<file path="src/rtl/nrom_cartridge_loader_and_mapper_assert.svh">
// ----------------------------------------------------------------------------
// NROM cartridge assertion macros
// Shared assertion forms for the cartridge loader modules.
// ----------------------------------------------------------------------------
`ifndef NROM_CARTRIDGE_LOADER_AND_MAPPER_ASSERT_SVH
`define NROM_CARTRIDGE_LOADER_AND_MAPPER_ASSERT_SVH

// Check outside of reset only.
`define NCLM_ASSERT(lbl, prop, msg) \
  lbl: assert property (@(posedge clk) disable iff (!rst_n) prop) \
    else $error(msg);

// Check at every edge, reset included.
`define NCLM_ASSERT_ALWAYS(lbl, prop, msg) \
  lbl: assert property (@(posedge clk) prop) else $error(msg);

`endif

</file>
<file path="src/rtl/nclm_pkg.sv">
// ----------------------------------------------------------------------------
// NROM cartridge package
// Codes, sizes and controller/datapath interface types.
// ----------------------------------------------------------------------------
package nclm_pkg;

  // Sizes
  localparam int unsigned BANK_BYTES        = 16384;
  localparam int unsigned TRAINER_BYTES     = 512;
  localparam int unsigned PATTERN_BYTES     = 8192;
  localparam int unsigned WORK_RAM_BYTES    = 8192;
  localparam int unsigned HDR_BYTES         = 16;
  localparam int unsigned DEF_MAX_PRG_BANKS = 2;
  localparam int unsigned BC_W              = 16;
  localparam int unsigned PAT_AW            = $clog2(PATTERN_BYTES);
  localparam int unsigned WRAM_AW           = $clog2(WORK_RAM_BYTES);
  localparam int unsigned BANK_AW           = $clog2(BANK_BYTES);

  // Header signature
  localparam logic [7:0] SIG0 = 8'h4E;
  localparam logic [7:0] SIG1 = 8'h45;
  localparam logic [7:0] SIG2 = 8'h53;
  localparam logic [7:0] SIG3 = 8'h1A;

  // Request actions
  typedef enum logic [2:0] {
    ACT_START  = 3'd0,
    ACT_BYTE   = 3'd1,
    ACT_CPU_RD = 3'd2,
    ACT_CPU_WR = 3'd3,
    ACT_PAT_RD = 3'd4,
    ACT_PAT_WR = 3'd5
  } action_t;

  // Load progress
  typedef enum logic [2:0] {
    PH_EMPTY   = 3'd0,
    PH_HEADER  = 3'd1,
    PH_TRAINER = 3'd2,
    PH_PROGRAM = 3'd3,
    PH_PATTERN = 3'd4,
    PH_READY   = 3'd5,
    PH_FAILED  = 3'd6
  } phase_t;

  // Reported status
  typedef enum logic [2:0] {
    ST_EMPTY      = 3'd0,
    ST_LOADING    = 3'd1,
    ST_READY      = 3'd2,
    ST_BAD_SIG    = 3'd3,
    ST_BAD_MAPPER = 3'd4,
    ST_NO_PROGRAM = 3'd5,
    ST_TOO_LARGE  = 3'd6,
    ST_TRUNCATED  = 3'd7
  } status_t;

  // Nametable mirroring
  typedef enum logic [1:0] {
    MIR_HORIZ = 2'd0,
    MIR_VERT  = 2'd1,
    MIR_FOUR  = 2'd2
  } mirror_t;

  // Source of a read result
  typedef enum logic [1:0] {
    RD_NONE = 2'd0,
    RD_PRG  = 2'd1,
    RD_WRAM = 2'd2,
    RD_PAT  = 2'd3
  } rd_src_t;

  // Memory swept by a clear pass
  typedef enum logic {
    CLR_WRAM = 1'b0,
    CLR_PAT  = 1'b1
  } clr_tgt_t;

  // Controller to datapath
  typedef struct packed {
    logic exec;      // request accepted this cycle
    logic load_out;  // capture result into output register
    logic clr_en;    // clear one memory entry
  } ctrl_cmd_t;

  // Datapath to controller
  typedef struct packed {
    logic clr_pend;  // last request needs a clear pass
    logic clr_last;  // clear pass at final entry
  } dp_stat_t;

endpackage

</file>
<file path="src/rtl/nclm_ctrl.sv">
// ----------------------------------------------------------------------------
// NROM cartridge controller
// Sequences request accept, result capture and memory clear passes.
// ----------------------------------------------------------------------------
`include "nrom_cartridge_loader_and_mapper_assert.svh"

module nclm_ctrl (
  input  logic               clk,
  input  logic               rst_n,
  input  logic               in_valid,
  output logic               in_ready,
  output logic               out_valid,
  input  logic               out_ready,
  output nclm_pkg::ctrl_cmd_t cmd,
  input  nclm_pkg::dp_stat_t  stat
);

  typedef enum logic [2:0] {
    S_IDLE  = 3'b001,
    S_READ  = 3'b010,
    S_CLEAR = 3'b100
  } state_t;

  state_t state_r, state_nxt;
  logic   out_valid_r, out_valid_nxt;

  // Accept only when idle and the output register is free or draining
  assign in_ready  = (state_r == S_IDLE) && (!out_valid_r || out_ready);
  assign out_valid = out_valid_r;

  assign cmd.exec     = in_valid && in_ready;
  assign cmd.load_out = (state_r == S_READ);
  assign cmd.clr_en   = (state_r == S_CLEAR);

  // Next state
  always_comb begin
    state_nxt = state_r;
    unique case (state_r)
      S_IDLE: begin
        if (cmd.exec) state_nxt = S_READ;
      end
      S_READ: begin
        state_nxt = stat.clr_pend ? S_CLEAR : S_IDLE;
      end
      S_CLEAR: begin
        if (stat.clr_last) state_nxt = S_IDLE;
      end
      default: state_nxt = S_IDLE;
    endcase
  end

  // Hold result until taken
  always_comb begin
    out_valid_nxt = out_valid_r;
    if (cmd.load_out) begin
      out_valid_nxt = 1'b1;
    end else if (out_ready) begin
      out_valid_nxt = 1'b0;
    end
  end

  always_ff @(posedge clk) begin
    if (!rst_n) begin
      state_r     <= S_IDLE;
      out_valid_r <= 1'b0;
    end else begin
      state_r     <= state_nxt;
      out_valid_r <= out_valid_nxt;
    end
  end

  `NCLM_ASSERT(a_accept_to_read, (in_valid && in_ready) |=> (state_r == S_READ), "accept did not start read")
  `NCLM_ASSERT(a_read_gives_out, (state_r == S_READ) |=> out_valid, "read did not produce result")
  `NCLM_ASSERT(a_out_from_read, $rose(out_valid) |-> $past(state_r == S_READ), "result without read")
  `NCLM_ASSERT_ALWAYS(a_reset_idle, !rst_n |=> (state_r == S_IDLE && !out_valid_r), "reset not idle")

endmodule

</file>
<file path="config.mk">
export PLATFORM = sky130hd
export DESIGN_NAME = nclm_ctrl
export DESIGN_NICKNAME = d
export VERILOG_FILES = /design/src/rtl/nclm_pkg.sv /design/src/rtl/nclm_ctrl.sv
export VERILOG_INCLUDE_DIRS = /design/src /design/src/rtl
export SDC_FILE = /design/constraint.sdc
export NUM_CORES = 1
export LEC_CHECK = 0
export BUFFER_PORTS_ARGS = -buffer_cell sky130_fd_sc_hd__buf_2
export CELL_PAD_IN_SITES_DETAIL_PLACEMENT = 1
export CELL_PAD_IN_SITES_GLOBAL_PLACEMENT = 2
export CORE_AREA = 5 5 42 44
export DETAILED_ROUTE_END_ITERATION = 10
export DIE_AREA = 0 0 47 49
export HOLD_SLACK_MARGIN = 0.06
export MAX_ROUTING_LAYER = met4
export PLACE_DENSITY_LB_ADDON = 0.1
export SYNTH_ARGS = -nofsm -noshare
export SYNTH_HDL_FRONTEND = slang
export SYNTH_SLANG_ARGS = --single-unit
</file>
<file path="constraint.sdc">
create_clock -name clk -period 1.65 [get_ports clk]
set_input_delay 0.33 -clock clk [delete_from_list [all_inputs] [get_ports clk]]
set_output_delay 0.33 -clock clk [all_outputs]
set_load 0.02 [all_outputs]
</file>
After elaboration in Yosys (flattened, before gate mapping)
Index checks and enable logic that the tools add are counted.

storage, ports and cells
  bits of input ports = 6
  flip-flop bits (word level) = 4

operators by class
  reductions and logical operators = 6
  muxes and demuxes = 6
  equal/unequal tests = 5

operators by type and width
  kind                  count
  $mux W3               3
  $pmux W3 S3           1
  $eq A3 B1 Y1 const B  1
  $eq A3 B2 Y1 const B  1
  $eq A3 B3 Y1 const B  1
  $logic_and A1 B1 Y1   2
  $mux W1               2
  $ne A2 B1 Y1 const B  1
  $ne A2 B2 Y1 const B  1
  $reduce_and A2 Y1     1
  $reduce_bool A2 Y1    1
  $logic_not A1 Y1      1
  $logic_or A1 B1 Y1    1

Depth between registers and ports, before layout
Gate-level depths: netlist of run 1.

  depth after elaboration = 6
  mapped depth = 3
  mapped depth without buffers = 3

Worst setup path after synthesis of run 1
Ideal clock, no wire load.

  kind = register to output
  start = register out_valid_r (netlist: out_valid)
  end = output port in_ready
  slack = 0.051 ns
  arrival = 1.269 ns
  cell stages (with the launch flop) = 3
  data required time = 1.320 ns
  cell sequence = dfxtp_1 -> nor2b_1 -> nor4b_1

on the way
  cells in the longest elaborated chain, start to end = 3

ends and longest elaborated chain
  item                    line             source
  start, declared         nclm_ctrl.sv:25  logic out_valid_r, out_valid_nxt;
  start signal, assigned  nclm_ctrl.sv:68  out_valid_r <= out_valid_nxt;
  $logic_not A1 Y1        nclm_ctrl.sv:28  assign in_ready = (state_r == S_IDLE) && (!out_valid_r || out_ready);
  $logic_or A1 B1 Y1      nclm_ctrl.sv:28
  $logic_and A1 B1 Y1     nclm_ctrl.sv:28
  end, declared           nclm_ctrl.sv:11  output logic in_ready,

No other way between the ends.

==> impl_metrics.csv, run 1 <==
group,metric,value,unit
placement,dp_slack,0.331,ns
worst_setup_path,r2r_start,"state_r[1]",
placement,dp.cells,42,
route,vias,177,
worst_setup_path,rr_endpoint,"state_r[0]",
timing,slew_viol_final,0,
timing,fin_setup_tns,0,ns
worst_setup_path,cp_slowest_cell,"dfxtp_1",
cells_and_area,stdcell_count,45,
worst_setup_path,regToRegSetupSlack,0.54,ns
timing,timing.final.crit_share,90.6,%
route,drt_iter0_markers,0,
power_and_ir_drop,cellLeakagePower,0.000130,uW
grt,grt_pass1_wl,883,microns
timing,grt_setup_unrepaired,"no",
clock_tree,cts_buffers,3,
floorplan,die_h,49,microns
worst_setup_path,cp-endpoint,"cmd[1]",
grt,grt_pass1_vias,228,
grt,grt_overflow,0,
route,wl,435,microns
cells_and_area,final_cell_mix,"buf_2 (10), clkbuf_4 (3), dfxtp_1 (3), nor3b_4 (2), and2_1 (2)",
route,ant_nets,0,
grt,grt_busiest_layer,"met2",
route,firstDrtPassIters,1,
cells_and_area,antennaDiodeCount,0,
worst_setup_path,worst-setup-path-type,"register to output port",
worst_setup_path,crit_chain,"nor3b_4 > buf_2",
floorplan,num_rows,14,
clock_tree,cts_setup_buffers,0,
worst_setup_path,cpPeakStageDelay,0.46,ns
grt,grt_max_degree,5,
worst_setup_path,cp_max_fo,4,
grt,grtUsageTotal,5.85,%
floorplan,ioPinCount,11,
synth,synthDistinctLibCells,12,
worst_setup_path,crit_arrival,1.16,ns
grt,met1_usage,6.15,%
clock_tree,cts.repair.resized,0,
timing,setup_viol,0,
hold_path,min_path_type,"primary input to register",
cells_and_area,drive_above_1_share,65.5,%
floorplan,initial_core_util,13.9,%
synth,yosysWarnings,0,
worst_setup_path,worstPathRequired,1.32,ns
cells_and_area,fillers,169,
timing,post-route-min-period,1.49,ns
power_and_ir_drop,peakVddDrop,0.252,mV
timing,timing.slew.headroom,75.6,%
clock_tree,cts_buffer_depth,2,
synth,syn_avg_cell_area,11.5,sq um
cells_and_area,synthToLayoutAreaGrowth,51.9,%
worst_setup_path,start_kind,"register",
power_and_ir_drop,power.density,884,nW/um^2
clock_tree,clkSlewWorstSetupHoldPaths,0.04,ns
route,drcViolationCount,0,
clock_tree,cts_num_sinks,4,
timing,worst_pin_slew,0.365,ns
clock_tree,h-tree-depth,1,
clock_tree,clkLatencyLatePin,0.23,ns
timing,clock_skew,0.00316,ns
worst_setup_path,crit_start,"state_r[1]",
clock_tree,cts_tree,"built",
timing,hold_slack,0.303,ns
flow_run,max-cap-violations,0,
worst_setup_path,setup.worst_path.end_class,"output port",
synth,post_synth_instance_area,195,sq um
synth,syn_inst,17,
worst_setup_path,rr_worst_depth,3,
synth,synthesis.nets,23,
cells_and_area,final_common_cell,"buf_2",
grt,use_met3,2.21,%
grt,met2_usage,7.24,%
placement,numPortBuffers,10,
grt,antenna_found_initial,0,
timing,finalHoldViolCount,0,
timing,fmax,669,MHz
synth,ys_ff_latch,4,
route,via_per_inst,3.93,
floorplan,fp.coreArea,1400,sq um
status,status,"complete, no violations",
placement,gp_congestion,0.670,
clock_tree,cts_root_buf,"clkbuf_4",
synth,yosysSeqAreaShare,41.0,%
timing,worst_slack,0.155,ns
clock_tree,cts_hold_buf,0,
floorplan,die-area,2300,sq um
floorplan,die_w,47,microns
cells_and_area,fin_nets,37,
route,wl_per_cell,9.67,microns
[synth_stat cells]
master | number | area (sq um)
nor2b_1 | 1 | 6.26
o21a_1 | 1 | 7.51
buf_4 | 1 | 7.51
a22o_2 | 1 | 10.0
inv_1 | 1 | 3.75
nor4_2 | 1 | 12.5
nor3b_4 | 2 | 37.5
dfxtp_1 | 4 | 80.1
nand2_1 | 1 | 3.75
and2_1 | 2 | 12.5
nor4b_1 | 1 | 8.76
o21ai_0 | 1 | 5.00
[cells by family after synthesis]
family,synth area share (%)
compound gates,11.5
buf+inv,5.77
flops,41.0
simple gates,41.7
[layout make-up]
class	instances	area [sq um]	share of cell area [%]
Inverter	1	3.75	1.27
Tap cell	16	20.0	6.75
Clock buffer	3	22.5	7.59
Multi-Input combinational cell	11	119	40.1
Sequential cell	4	81.3	27.4
Timing Repair Buffer	10	50.0	16.9
[per-layer routing]
metal | routed length [microns] | part of all wire, %
met4 | 6 | 1.4
met3 | 39 | 9.0
met5 | 0 | 0
met1 | 177 | 41
met2 | 212 | 49
[worst min path at each step]
stage                     cells past startpoint          to  slack (ns)   from
final                                         2  state_r[0]        0.30  rst_n
after global routing                          2  state_r[0]        0.32  rst_n
after CTS                                     2  state_r[0]        0.30  rst_n
after floorplan                               1  state_r[0]        0.41  rst_n
after global placement                        2  state_r[0]        0.56  rst_n
after detailed placement                      2  state_r[0]        0.55  rst_n
[state kept, by name, summed over array words and instances (netlist names)]
signal / count
state_r: 3
out_valid: 1
[per-stage QoR]
| step | total power, uW | util [%] | area (sq um) |
|---|---|---|---|
| 2_1_floorplan | 129 | - | 195 |
| 3_3_place_gp | 144 | 18.4 | 258 |
| 3_5_place_dp | 144 | 18.4 | 258 |
| 4_1_cts | 267 | 20.0 | 280 |
| 5_1_grt | 283 | 21.2 | 297 |
| 6_report | 262 | 21.2 | 297 |
[where the power goes]
group          leakage (uW)  total (uW)  switching [uW]  internal [uW]
Combinational     0.0000842        36.4            18.2           18.2
Clock             0.0000138         117            35.6           81.0
Sequential        0.0000324         109            7.26            102
Total              0.000130         262            61.0            201
[critical path, delay by kind of cell (launching register included)]
| family | cells | cell delay [ns] |
|---|---|---|
| simple gates | 1 | 0.28 |
| flops | 1 | 0.46 |
| buf+inv | 1 | 0.20 |
(Power assumes the default switching activity.)
==> run 2, diff against run 1 <==
REMOVE_ABC_BUFFERS = 1   (was not set)
==> run 2 against run 1 <==
Sequential power about the same. Critical endpoint is now cmd[2]. Flip-flop and latch count is the same. First-iteration DRC count unchanged. Routed wire length grew 13%. Die area unchanged. Power shrank 1.3%. Clock skew shrank 0.0029 ns. Cell count unchanged.
==> impl_metrics.csv, run 2 (synthesized netlist as in run 1, its figures left out) <==
group,metric,value,unit
placement,dp_slack,0.338,ns
floorplan,die_h,49,microns
timing,grt_setup_unrepaired,"no",
timing,fmax,645,MHz
placement,place_hpwl,411,microns
timing,finalHoldViolCount,0,
placement,dp.cells,42,
clock_tree,cts_buffer_depth,2,
power_and_ir_drop,peakVddDrop,0.333,mV
clock_tree,cts_root_buf,"clkbuf_4",
flow_run,max-cap-violations,0,
floorplan,die_w,47,microns
route,drt_iter0_markers,0,
clock_tree,cts_num_sinks,4,
floorplan,ioPinCount,11,
cells_and_area,largest_reg_flops,3,
timing,clock_skew,0.000301,ns
route,wl,491,microns
cells_and_area,utilization,20.0,%
placement,numPortBuffers,10,
grt,grtUsageTotal,5.06,%
route,drcViolationCount,0,
grt,grt_pass1_wl,717,microns
timing,slew_viol_final,0,
clock_tree,cts.repair.resized,0,
floorplan,fp.coreArea,1400,sq um
clock_tree,clkLatencyLatePin,0.23,ns
grt,grt_overflow,0,
cells_and_area,fin_nets,37,
placement,gp_congestion,0.676,
timing,post-route-min-period,1.55,ns
clock_tree,cts_tree,"built",
clock_tree,cts_buffers,3,
worst_setup_path,start_kind,"register",
clock_tree,h-tree-depth,1,
worst_setup_path,worst-setup-path-type,"register to output port",
cells_and_area,stdcell_count,45,
timing,timing.slew.headroom,80.3,%
timing,setup_viol,0,
worst_setup_path,crit_arrival,1.22,ns
power_and_ir_drop,cellLeakagePower,0.000126,uW
hold_path,min_path_type,"primary input to register",
cells_and_area,final_cell_mix,"buf_2 (10), dfxtp_1 (4), clkbuf_4 (3), nor3b_4 (2), and2_1 (2)",
cells_and_area,antennaDiodeCount,0,
clock_tree,cts_setup_buffers,0,
clock_tree,cts_hold_buf,0,
grt,antenna_found_initial,0,
cells_and_area,synthToLayoutAreaGrowth,43.6,%
route,via_per_inst,3.71,
route,firstDrtPassIters,1,
timing,worst_slack,0.100,ns
worst_setup_path,cp_max_fo,4,
cells_and_area,final_common_cell,"buf_2",
grt,grt_pass1_vias,189,
timing,timing.final.crit_share,93.9,%
timing,worst_pin_slew,0.292,ns
timing,fin_setup_tns,0,ns
status,status,"complete, no violations",
cells_and_area,drive_above_1_share,58.6,%
floorplan,die-area,2300,sq um
floorplan,initial_core_util,13.9,%
floorplan,num_rows,14,
worst_setup_path,worstPathRequired,1.32,ns
cells_and_area,regMostFlops,"state_r",
power_and_ir_drop,power.density,923,nW/um^2
route,wl_per_cell,10.9,microns
grt,grt_max_degree,5,
worst_setup_path,setup.worst_path.end_class,"output port",
clock_tree,clkSlewWorstSetupHoldPaths,0.04,ns
route,ant_nets,0,
route,vias,167,
[run 2: cell count changes in the layout (fill, tap and decap cells not counted)]
cell,before,now
nor4_2,0,1
nor4_4,1,0
nor4b_2,1,0
nor4b_1,0,1
dfxtp_2,1,0
dfxtp_1,3,4
[run 2: area by class of cell]
cell class                 count  area, sq um
tap                           16         20.0
fill                         166         1120
multi-input combinational     11          104
sequential                     4         80.1
clock buffer                   3         22.5
timing repair buffer          10         50.0
inverter                       1         3.75
[run 2: worst paths after layout]
path | from | end | slack, ns | depth (start not counted)
setup / recovery | state_r[0] | cmd[2] | 0.10 | 3
setup reg to reg | state_r[1] | state_r[0] | 0.57 | 3
hold / removal | rst_n | state_r[0] | 0.31 | 2
hold reg to reg | out_valid | out_valid | 0.66 | 2
[run 2: where the power goes]
| part | internal (uW) | switching, uW |
|---|---|---|
| clock network | 81.1 | 36.0 |
| logic | 15.7 | 17.7 |
| registers | 101 | 6.73 |
| total | 198 | 60.4 |
[run 2: metal layers]
metal	GRT usage (%)	wire length [microns]
met5	-	0
met4	8.29	8
met3	2.21	68
met2	5.20	215
met1	5.07	199
[run 2: per-stage QoR]
| step | hold WS, ns | instance area, sq um | total power [uW] |
|---|---|---|---|
| after floorplan | 0.406 | 188 | 128 |
| after global placement | 0.551 | 258 | 143 |
| after detailed placement | 0.548 | 258 | 143 |
| after CTS | 0.302 | 280 | 268 |
| after global routing | 0.330 | 280 | 272 |
| final | 0.309 | 280 | 259 |
[run 2: worst max-delay path: stages (launching register included)]
cell     delay [ns]
dfxtp_1        0.44
nand2_1        0.10
nor4_2         0.22
buf_2          0.23
==> run 3, diff against run 2 <==
ABC_AREA = 1   (was not set)
BUFFER_PORTS_ARGS = -buffer_cell sky130_fd_sc_hd__clkbuf_2   (was -buffer_cell sky130_fd_sc_hd__buf_2)
MAX_ROUTING_LAYER = not set   (was met4)
==> run 3 against run 2 <==
Flip-flop and latch count is the same. Core utilization is 1.2 points higher. Clock-buffer cell count is the same. Synthesized cell count rose by 71%. Via count up 30%. Global-route usage is 0.71 points higher. Power increased by 13%. Die area is the same. Final area up 5.8%. Critical path type unchanged.
==> impl_metrics.csv, run 3 <==
group,metric,value,unit
worst_setup_path,cp_max_fo,5,
timing,finalHoldViolCount,0,
status,status,"complete, no violations",
route,via_per_inst,3.81,
timing,fmax,675,MHz
worst_setup_path,worstPathRequired,1.32,ns
power_and_ir_drop,cellLeakagePower,0.000151,uW
timing,setup_viol,0,
synth,yosys.area_share.simple,34.3,%
timing,hold_slack,0.309,ns
grt,grt_overflow,0,
placement,gp_congestion,0.703,
synth,yosysMostFrequentCell,"inv_1",
cells_and_area,regMostFlops,"state_r",
clock_tree,clkSlewWorstSetupHoldPaths,0.04,ns
timing,fin_setup_tns,0,ns
timing,slew_viol_final,0,
placement,placed_area,274,sq um
clock_tree,clkLatencyLatePin,0.23,ns
synth,synthTopCellsByArea,"dfxtp_1 (38%), nand3_1 (9.5%), inv_1 (8.9%), nor4_2 (5.9%), inv_2 (5.3%)",
grt,grtUsageTotal,5.77,%
clock_tree,cts_tree,"built",
grt,grt_pass1_vias,224,
clock_tree,cts_buffers,3,
route,drcViolationCount,0,
synth,synthDistinctLibCells,14,
synth,syn_inst,29,
timing,grt_setup_unrepaired,"no",
floorplan,fp.coreArea,1400,sq um
power_and_ir_drop,power.density,983,nW/um^2
grt,grt_pass1_wl,917,microns
timing,timing.final.crit_share,89.8,%
cells_and_area,final_common_cell,"clkbuf_2",
timing,worst_pin_slew,0.260,ns
synth,yosysSeqAreaShare,37.9,%
clock_tree,cts_buffer_depth,2,
clock_tree,cts_setup_buffers,0,
placement,numPortBuffers,10,
clock_tree,cts.repair.resized,0,
hold_path,min_path_type,"primary input to register",
timing,clock_skew,0.00499,ns
worst_setup_path,worst-setup-path-type,"register to output port",
cells_and_area,fillers,188,
cells_and_area,largest_reg_flops,3,
route,drt_iter0_markers,0,
synth,synthFlopType,"dfxtp_1",
grt,grt_max_degree,6,
synth,synth_top_cells_by_count,"inv_1 (5), dfxtp_1 (4), nand3_1 (4), inv_2 (3), nor2_1 (3)",
route,wl,559,microns
route,vias,217,
route,ant_nets,0,
worst_setup_path,setup.worst_path.end_class,"output port",
cells_and_area,fin_nets,49,
worst_setup_path,crit_arrival,1.15,ns
floorplan,ioPinCount,11,
synth,syn_avg_cell_area,7.29,sq um
synth,post_synth_instance_area,211,sq um
clock_tree,cts_hold_buf,0,
floorplan,num_rows,14,
clock_tree,cts_root_buf,"clkbuf_4",
synth,synth_fa_ha_area_share,0,%
worst_setup_path,start_kind,"register",
synth,synth_compound_gate_area_share,10.1,%
timing,timing.slew.headroom,82.6,%
cells_and_area,post-route-cell-area,297,sq um
route,wl_per_cell,9.81,microns
cells_and_area,drive_above_1_share,48.8,%
timing,post-route-min-period,1.48,ns
cells_and_area,antennaDiodeCount,0,
grt,antenna_found_initial,0,
floorplan,initial_core_util,15.1,%
synth,muxShareOfSynthArea,0,%
flow_run,max-cap-violations,0,
synth,synth-async-reset-ratio,0,%
synth,synth-edff-count,0,
synth,synth_top_cell_by_area,"dfxtp_1",
route,firstDrtPassIters,1,
power_and_ir_drop,peakVddDrop,0.218,mV
cells_and_area,final_cell_mix,"clkbuf_2 (10), inv_1 (5), nand3_1 (4), dfxtp_1 (4)",
cells_and_area,synthToLayoutAreaGrowth,40.2,%
floorplan,die-area,2300,sq um
synth,ys_ff_latch,4,
synth,synth_top_area_share,37.9,%
synth,synthXorXnorAreaFrac,0,%
synth,yosysWarnings,0,
placement,place_hpwl,473,microns
floorplan,die_w,47,microns
clock_tree,h-tree-depth,1,
synth,synth_top_family_by_area,"simple AND/OR/NAND/NOR gates",
floorplan,die_h,49,microns
clock_tree,cts_num_sinks,4,
## run 3: changes by cell type after synthesis, moves of 2 or more
cell / change
nor3_1: +2
nor2_1: +3
inv_2: +3
and2_1: -2
nor3b_4: -2
inv_1: +4
nand3_1: +4
## run 3: layout make-up
class                   count  area, sq um  area share [%]
clock buffers               3         22.5            7.59
multi-input cells          16         93.8            31.6
inverters                   8         30.0            10.1
flip-flops and latches      4         80.1            27.0
repair buffers             10         50.0            16.9
well taps                  16         20.0            6.75
## run 3: path summary, 6_finish.rpt
path,from,to,slack [ns],cells past startpoint
setup / recovery,state_r[1],cmd[2],0.17,4
hold / removal,rst_n,state_r[0],0.31,2
setup reg to reg,state_r[1],state_r[0],0.78,5
hold reg to reg,state_r[2],state_r[2],0.53,2
## run 3: per-stage QoR
step	worst slack [ns]	power, uW	utilization (%)	std cells
2_1_floorplan	0.328	151	-	28
3_3_place_gp	0.432	171	19.6	54
3_5_place_dp	0.405	173	19.6	54
4_1_cts	0.153	298	21.2	57
5_1_grt	0.118	307	21.2	57
6_report	0.168	292	21.2	57
## run 3: logic make-up (layout without fill, tap and decap cells)
family                 Yosys count  in the layout
flip-flops                       4              4
buffers and inverters            9             21
AND/OR/NAND/NOR                 13             13
AO/OA/AOI/OAI                    3              3
## run 3: power by group
group,leakage [uW],switching (uW),internal [uW]
Clock,0.0000138,39.6,81.4
Combinational,0.000105,38.6,22.1
Sequential,0.0000327,6.84,103
## run 3: critical path: stages (launching register included)
cell and delay (ns):
dfxtp_1 0.34, nor2_1 0.12, nand2_2 0.11, nor3_1 0.15
clkbuf_2 0.20
## run 3: per-layer routing
layer	GRT usage (%)	share of wire (%)
met5	0	0
met4	4.15	0
met3	3.69	8.6
met2	7.69	45
met1	6.36	46
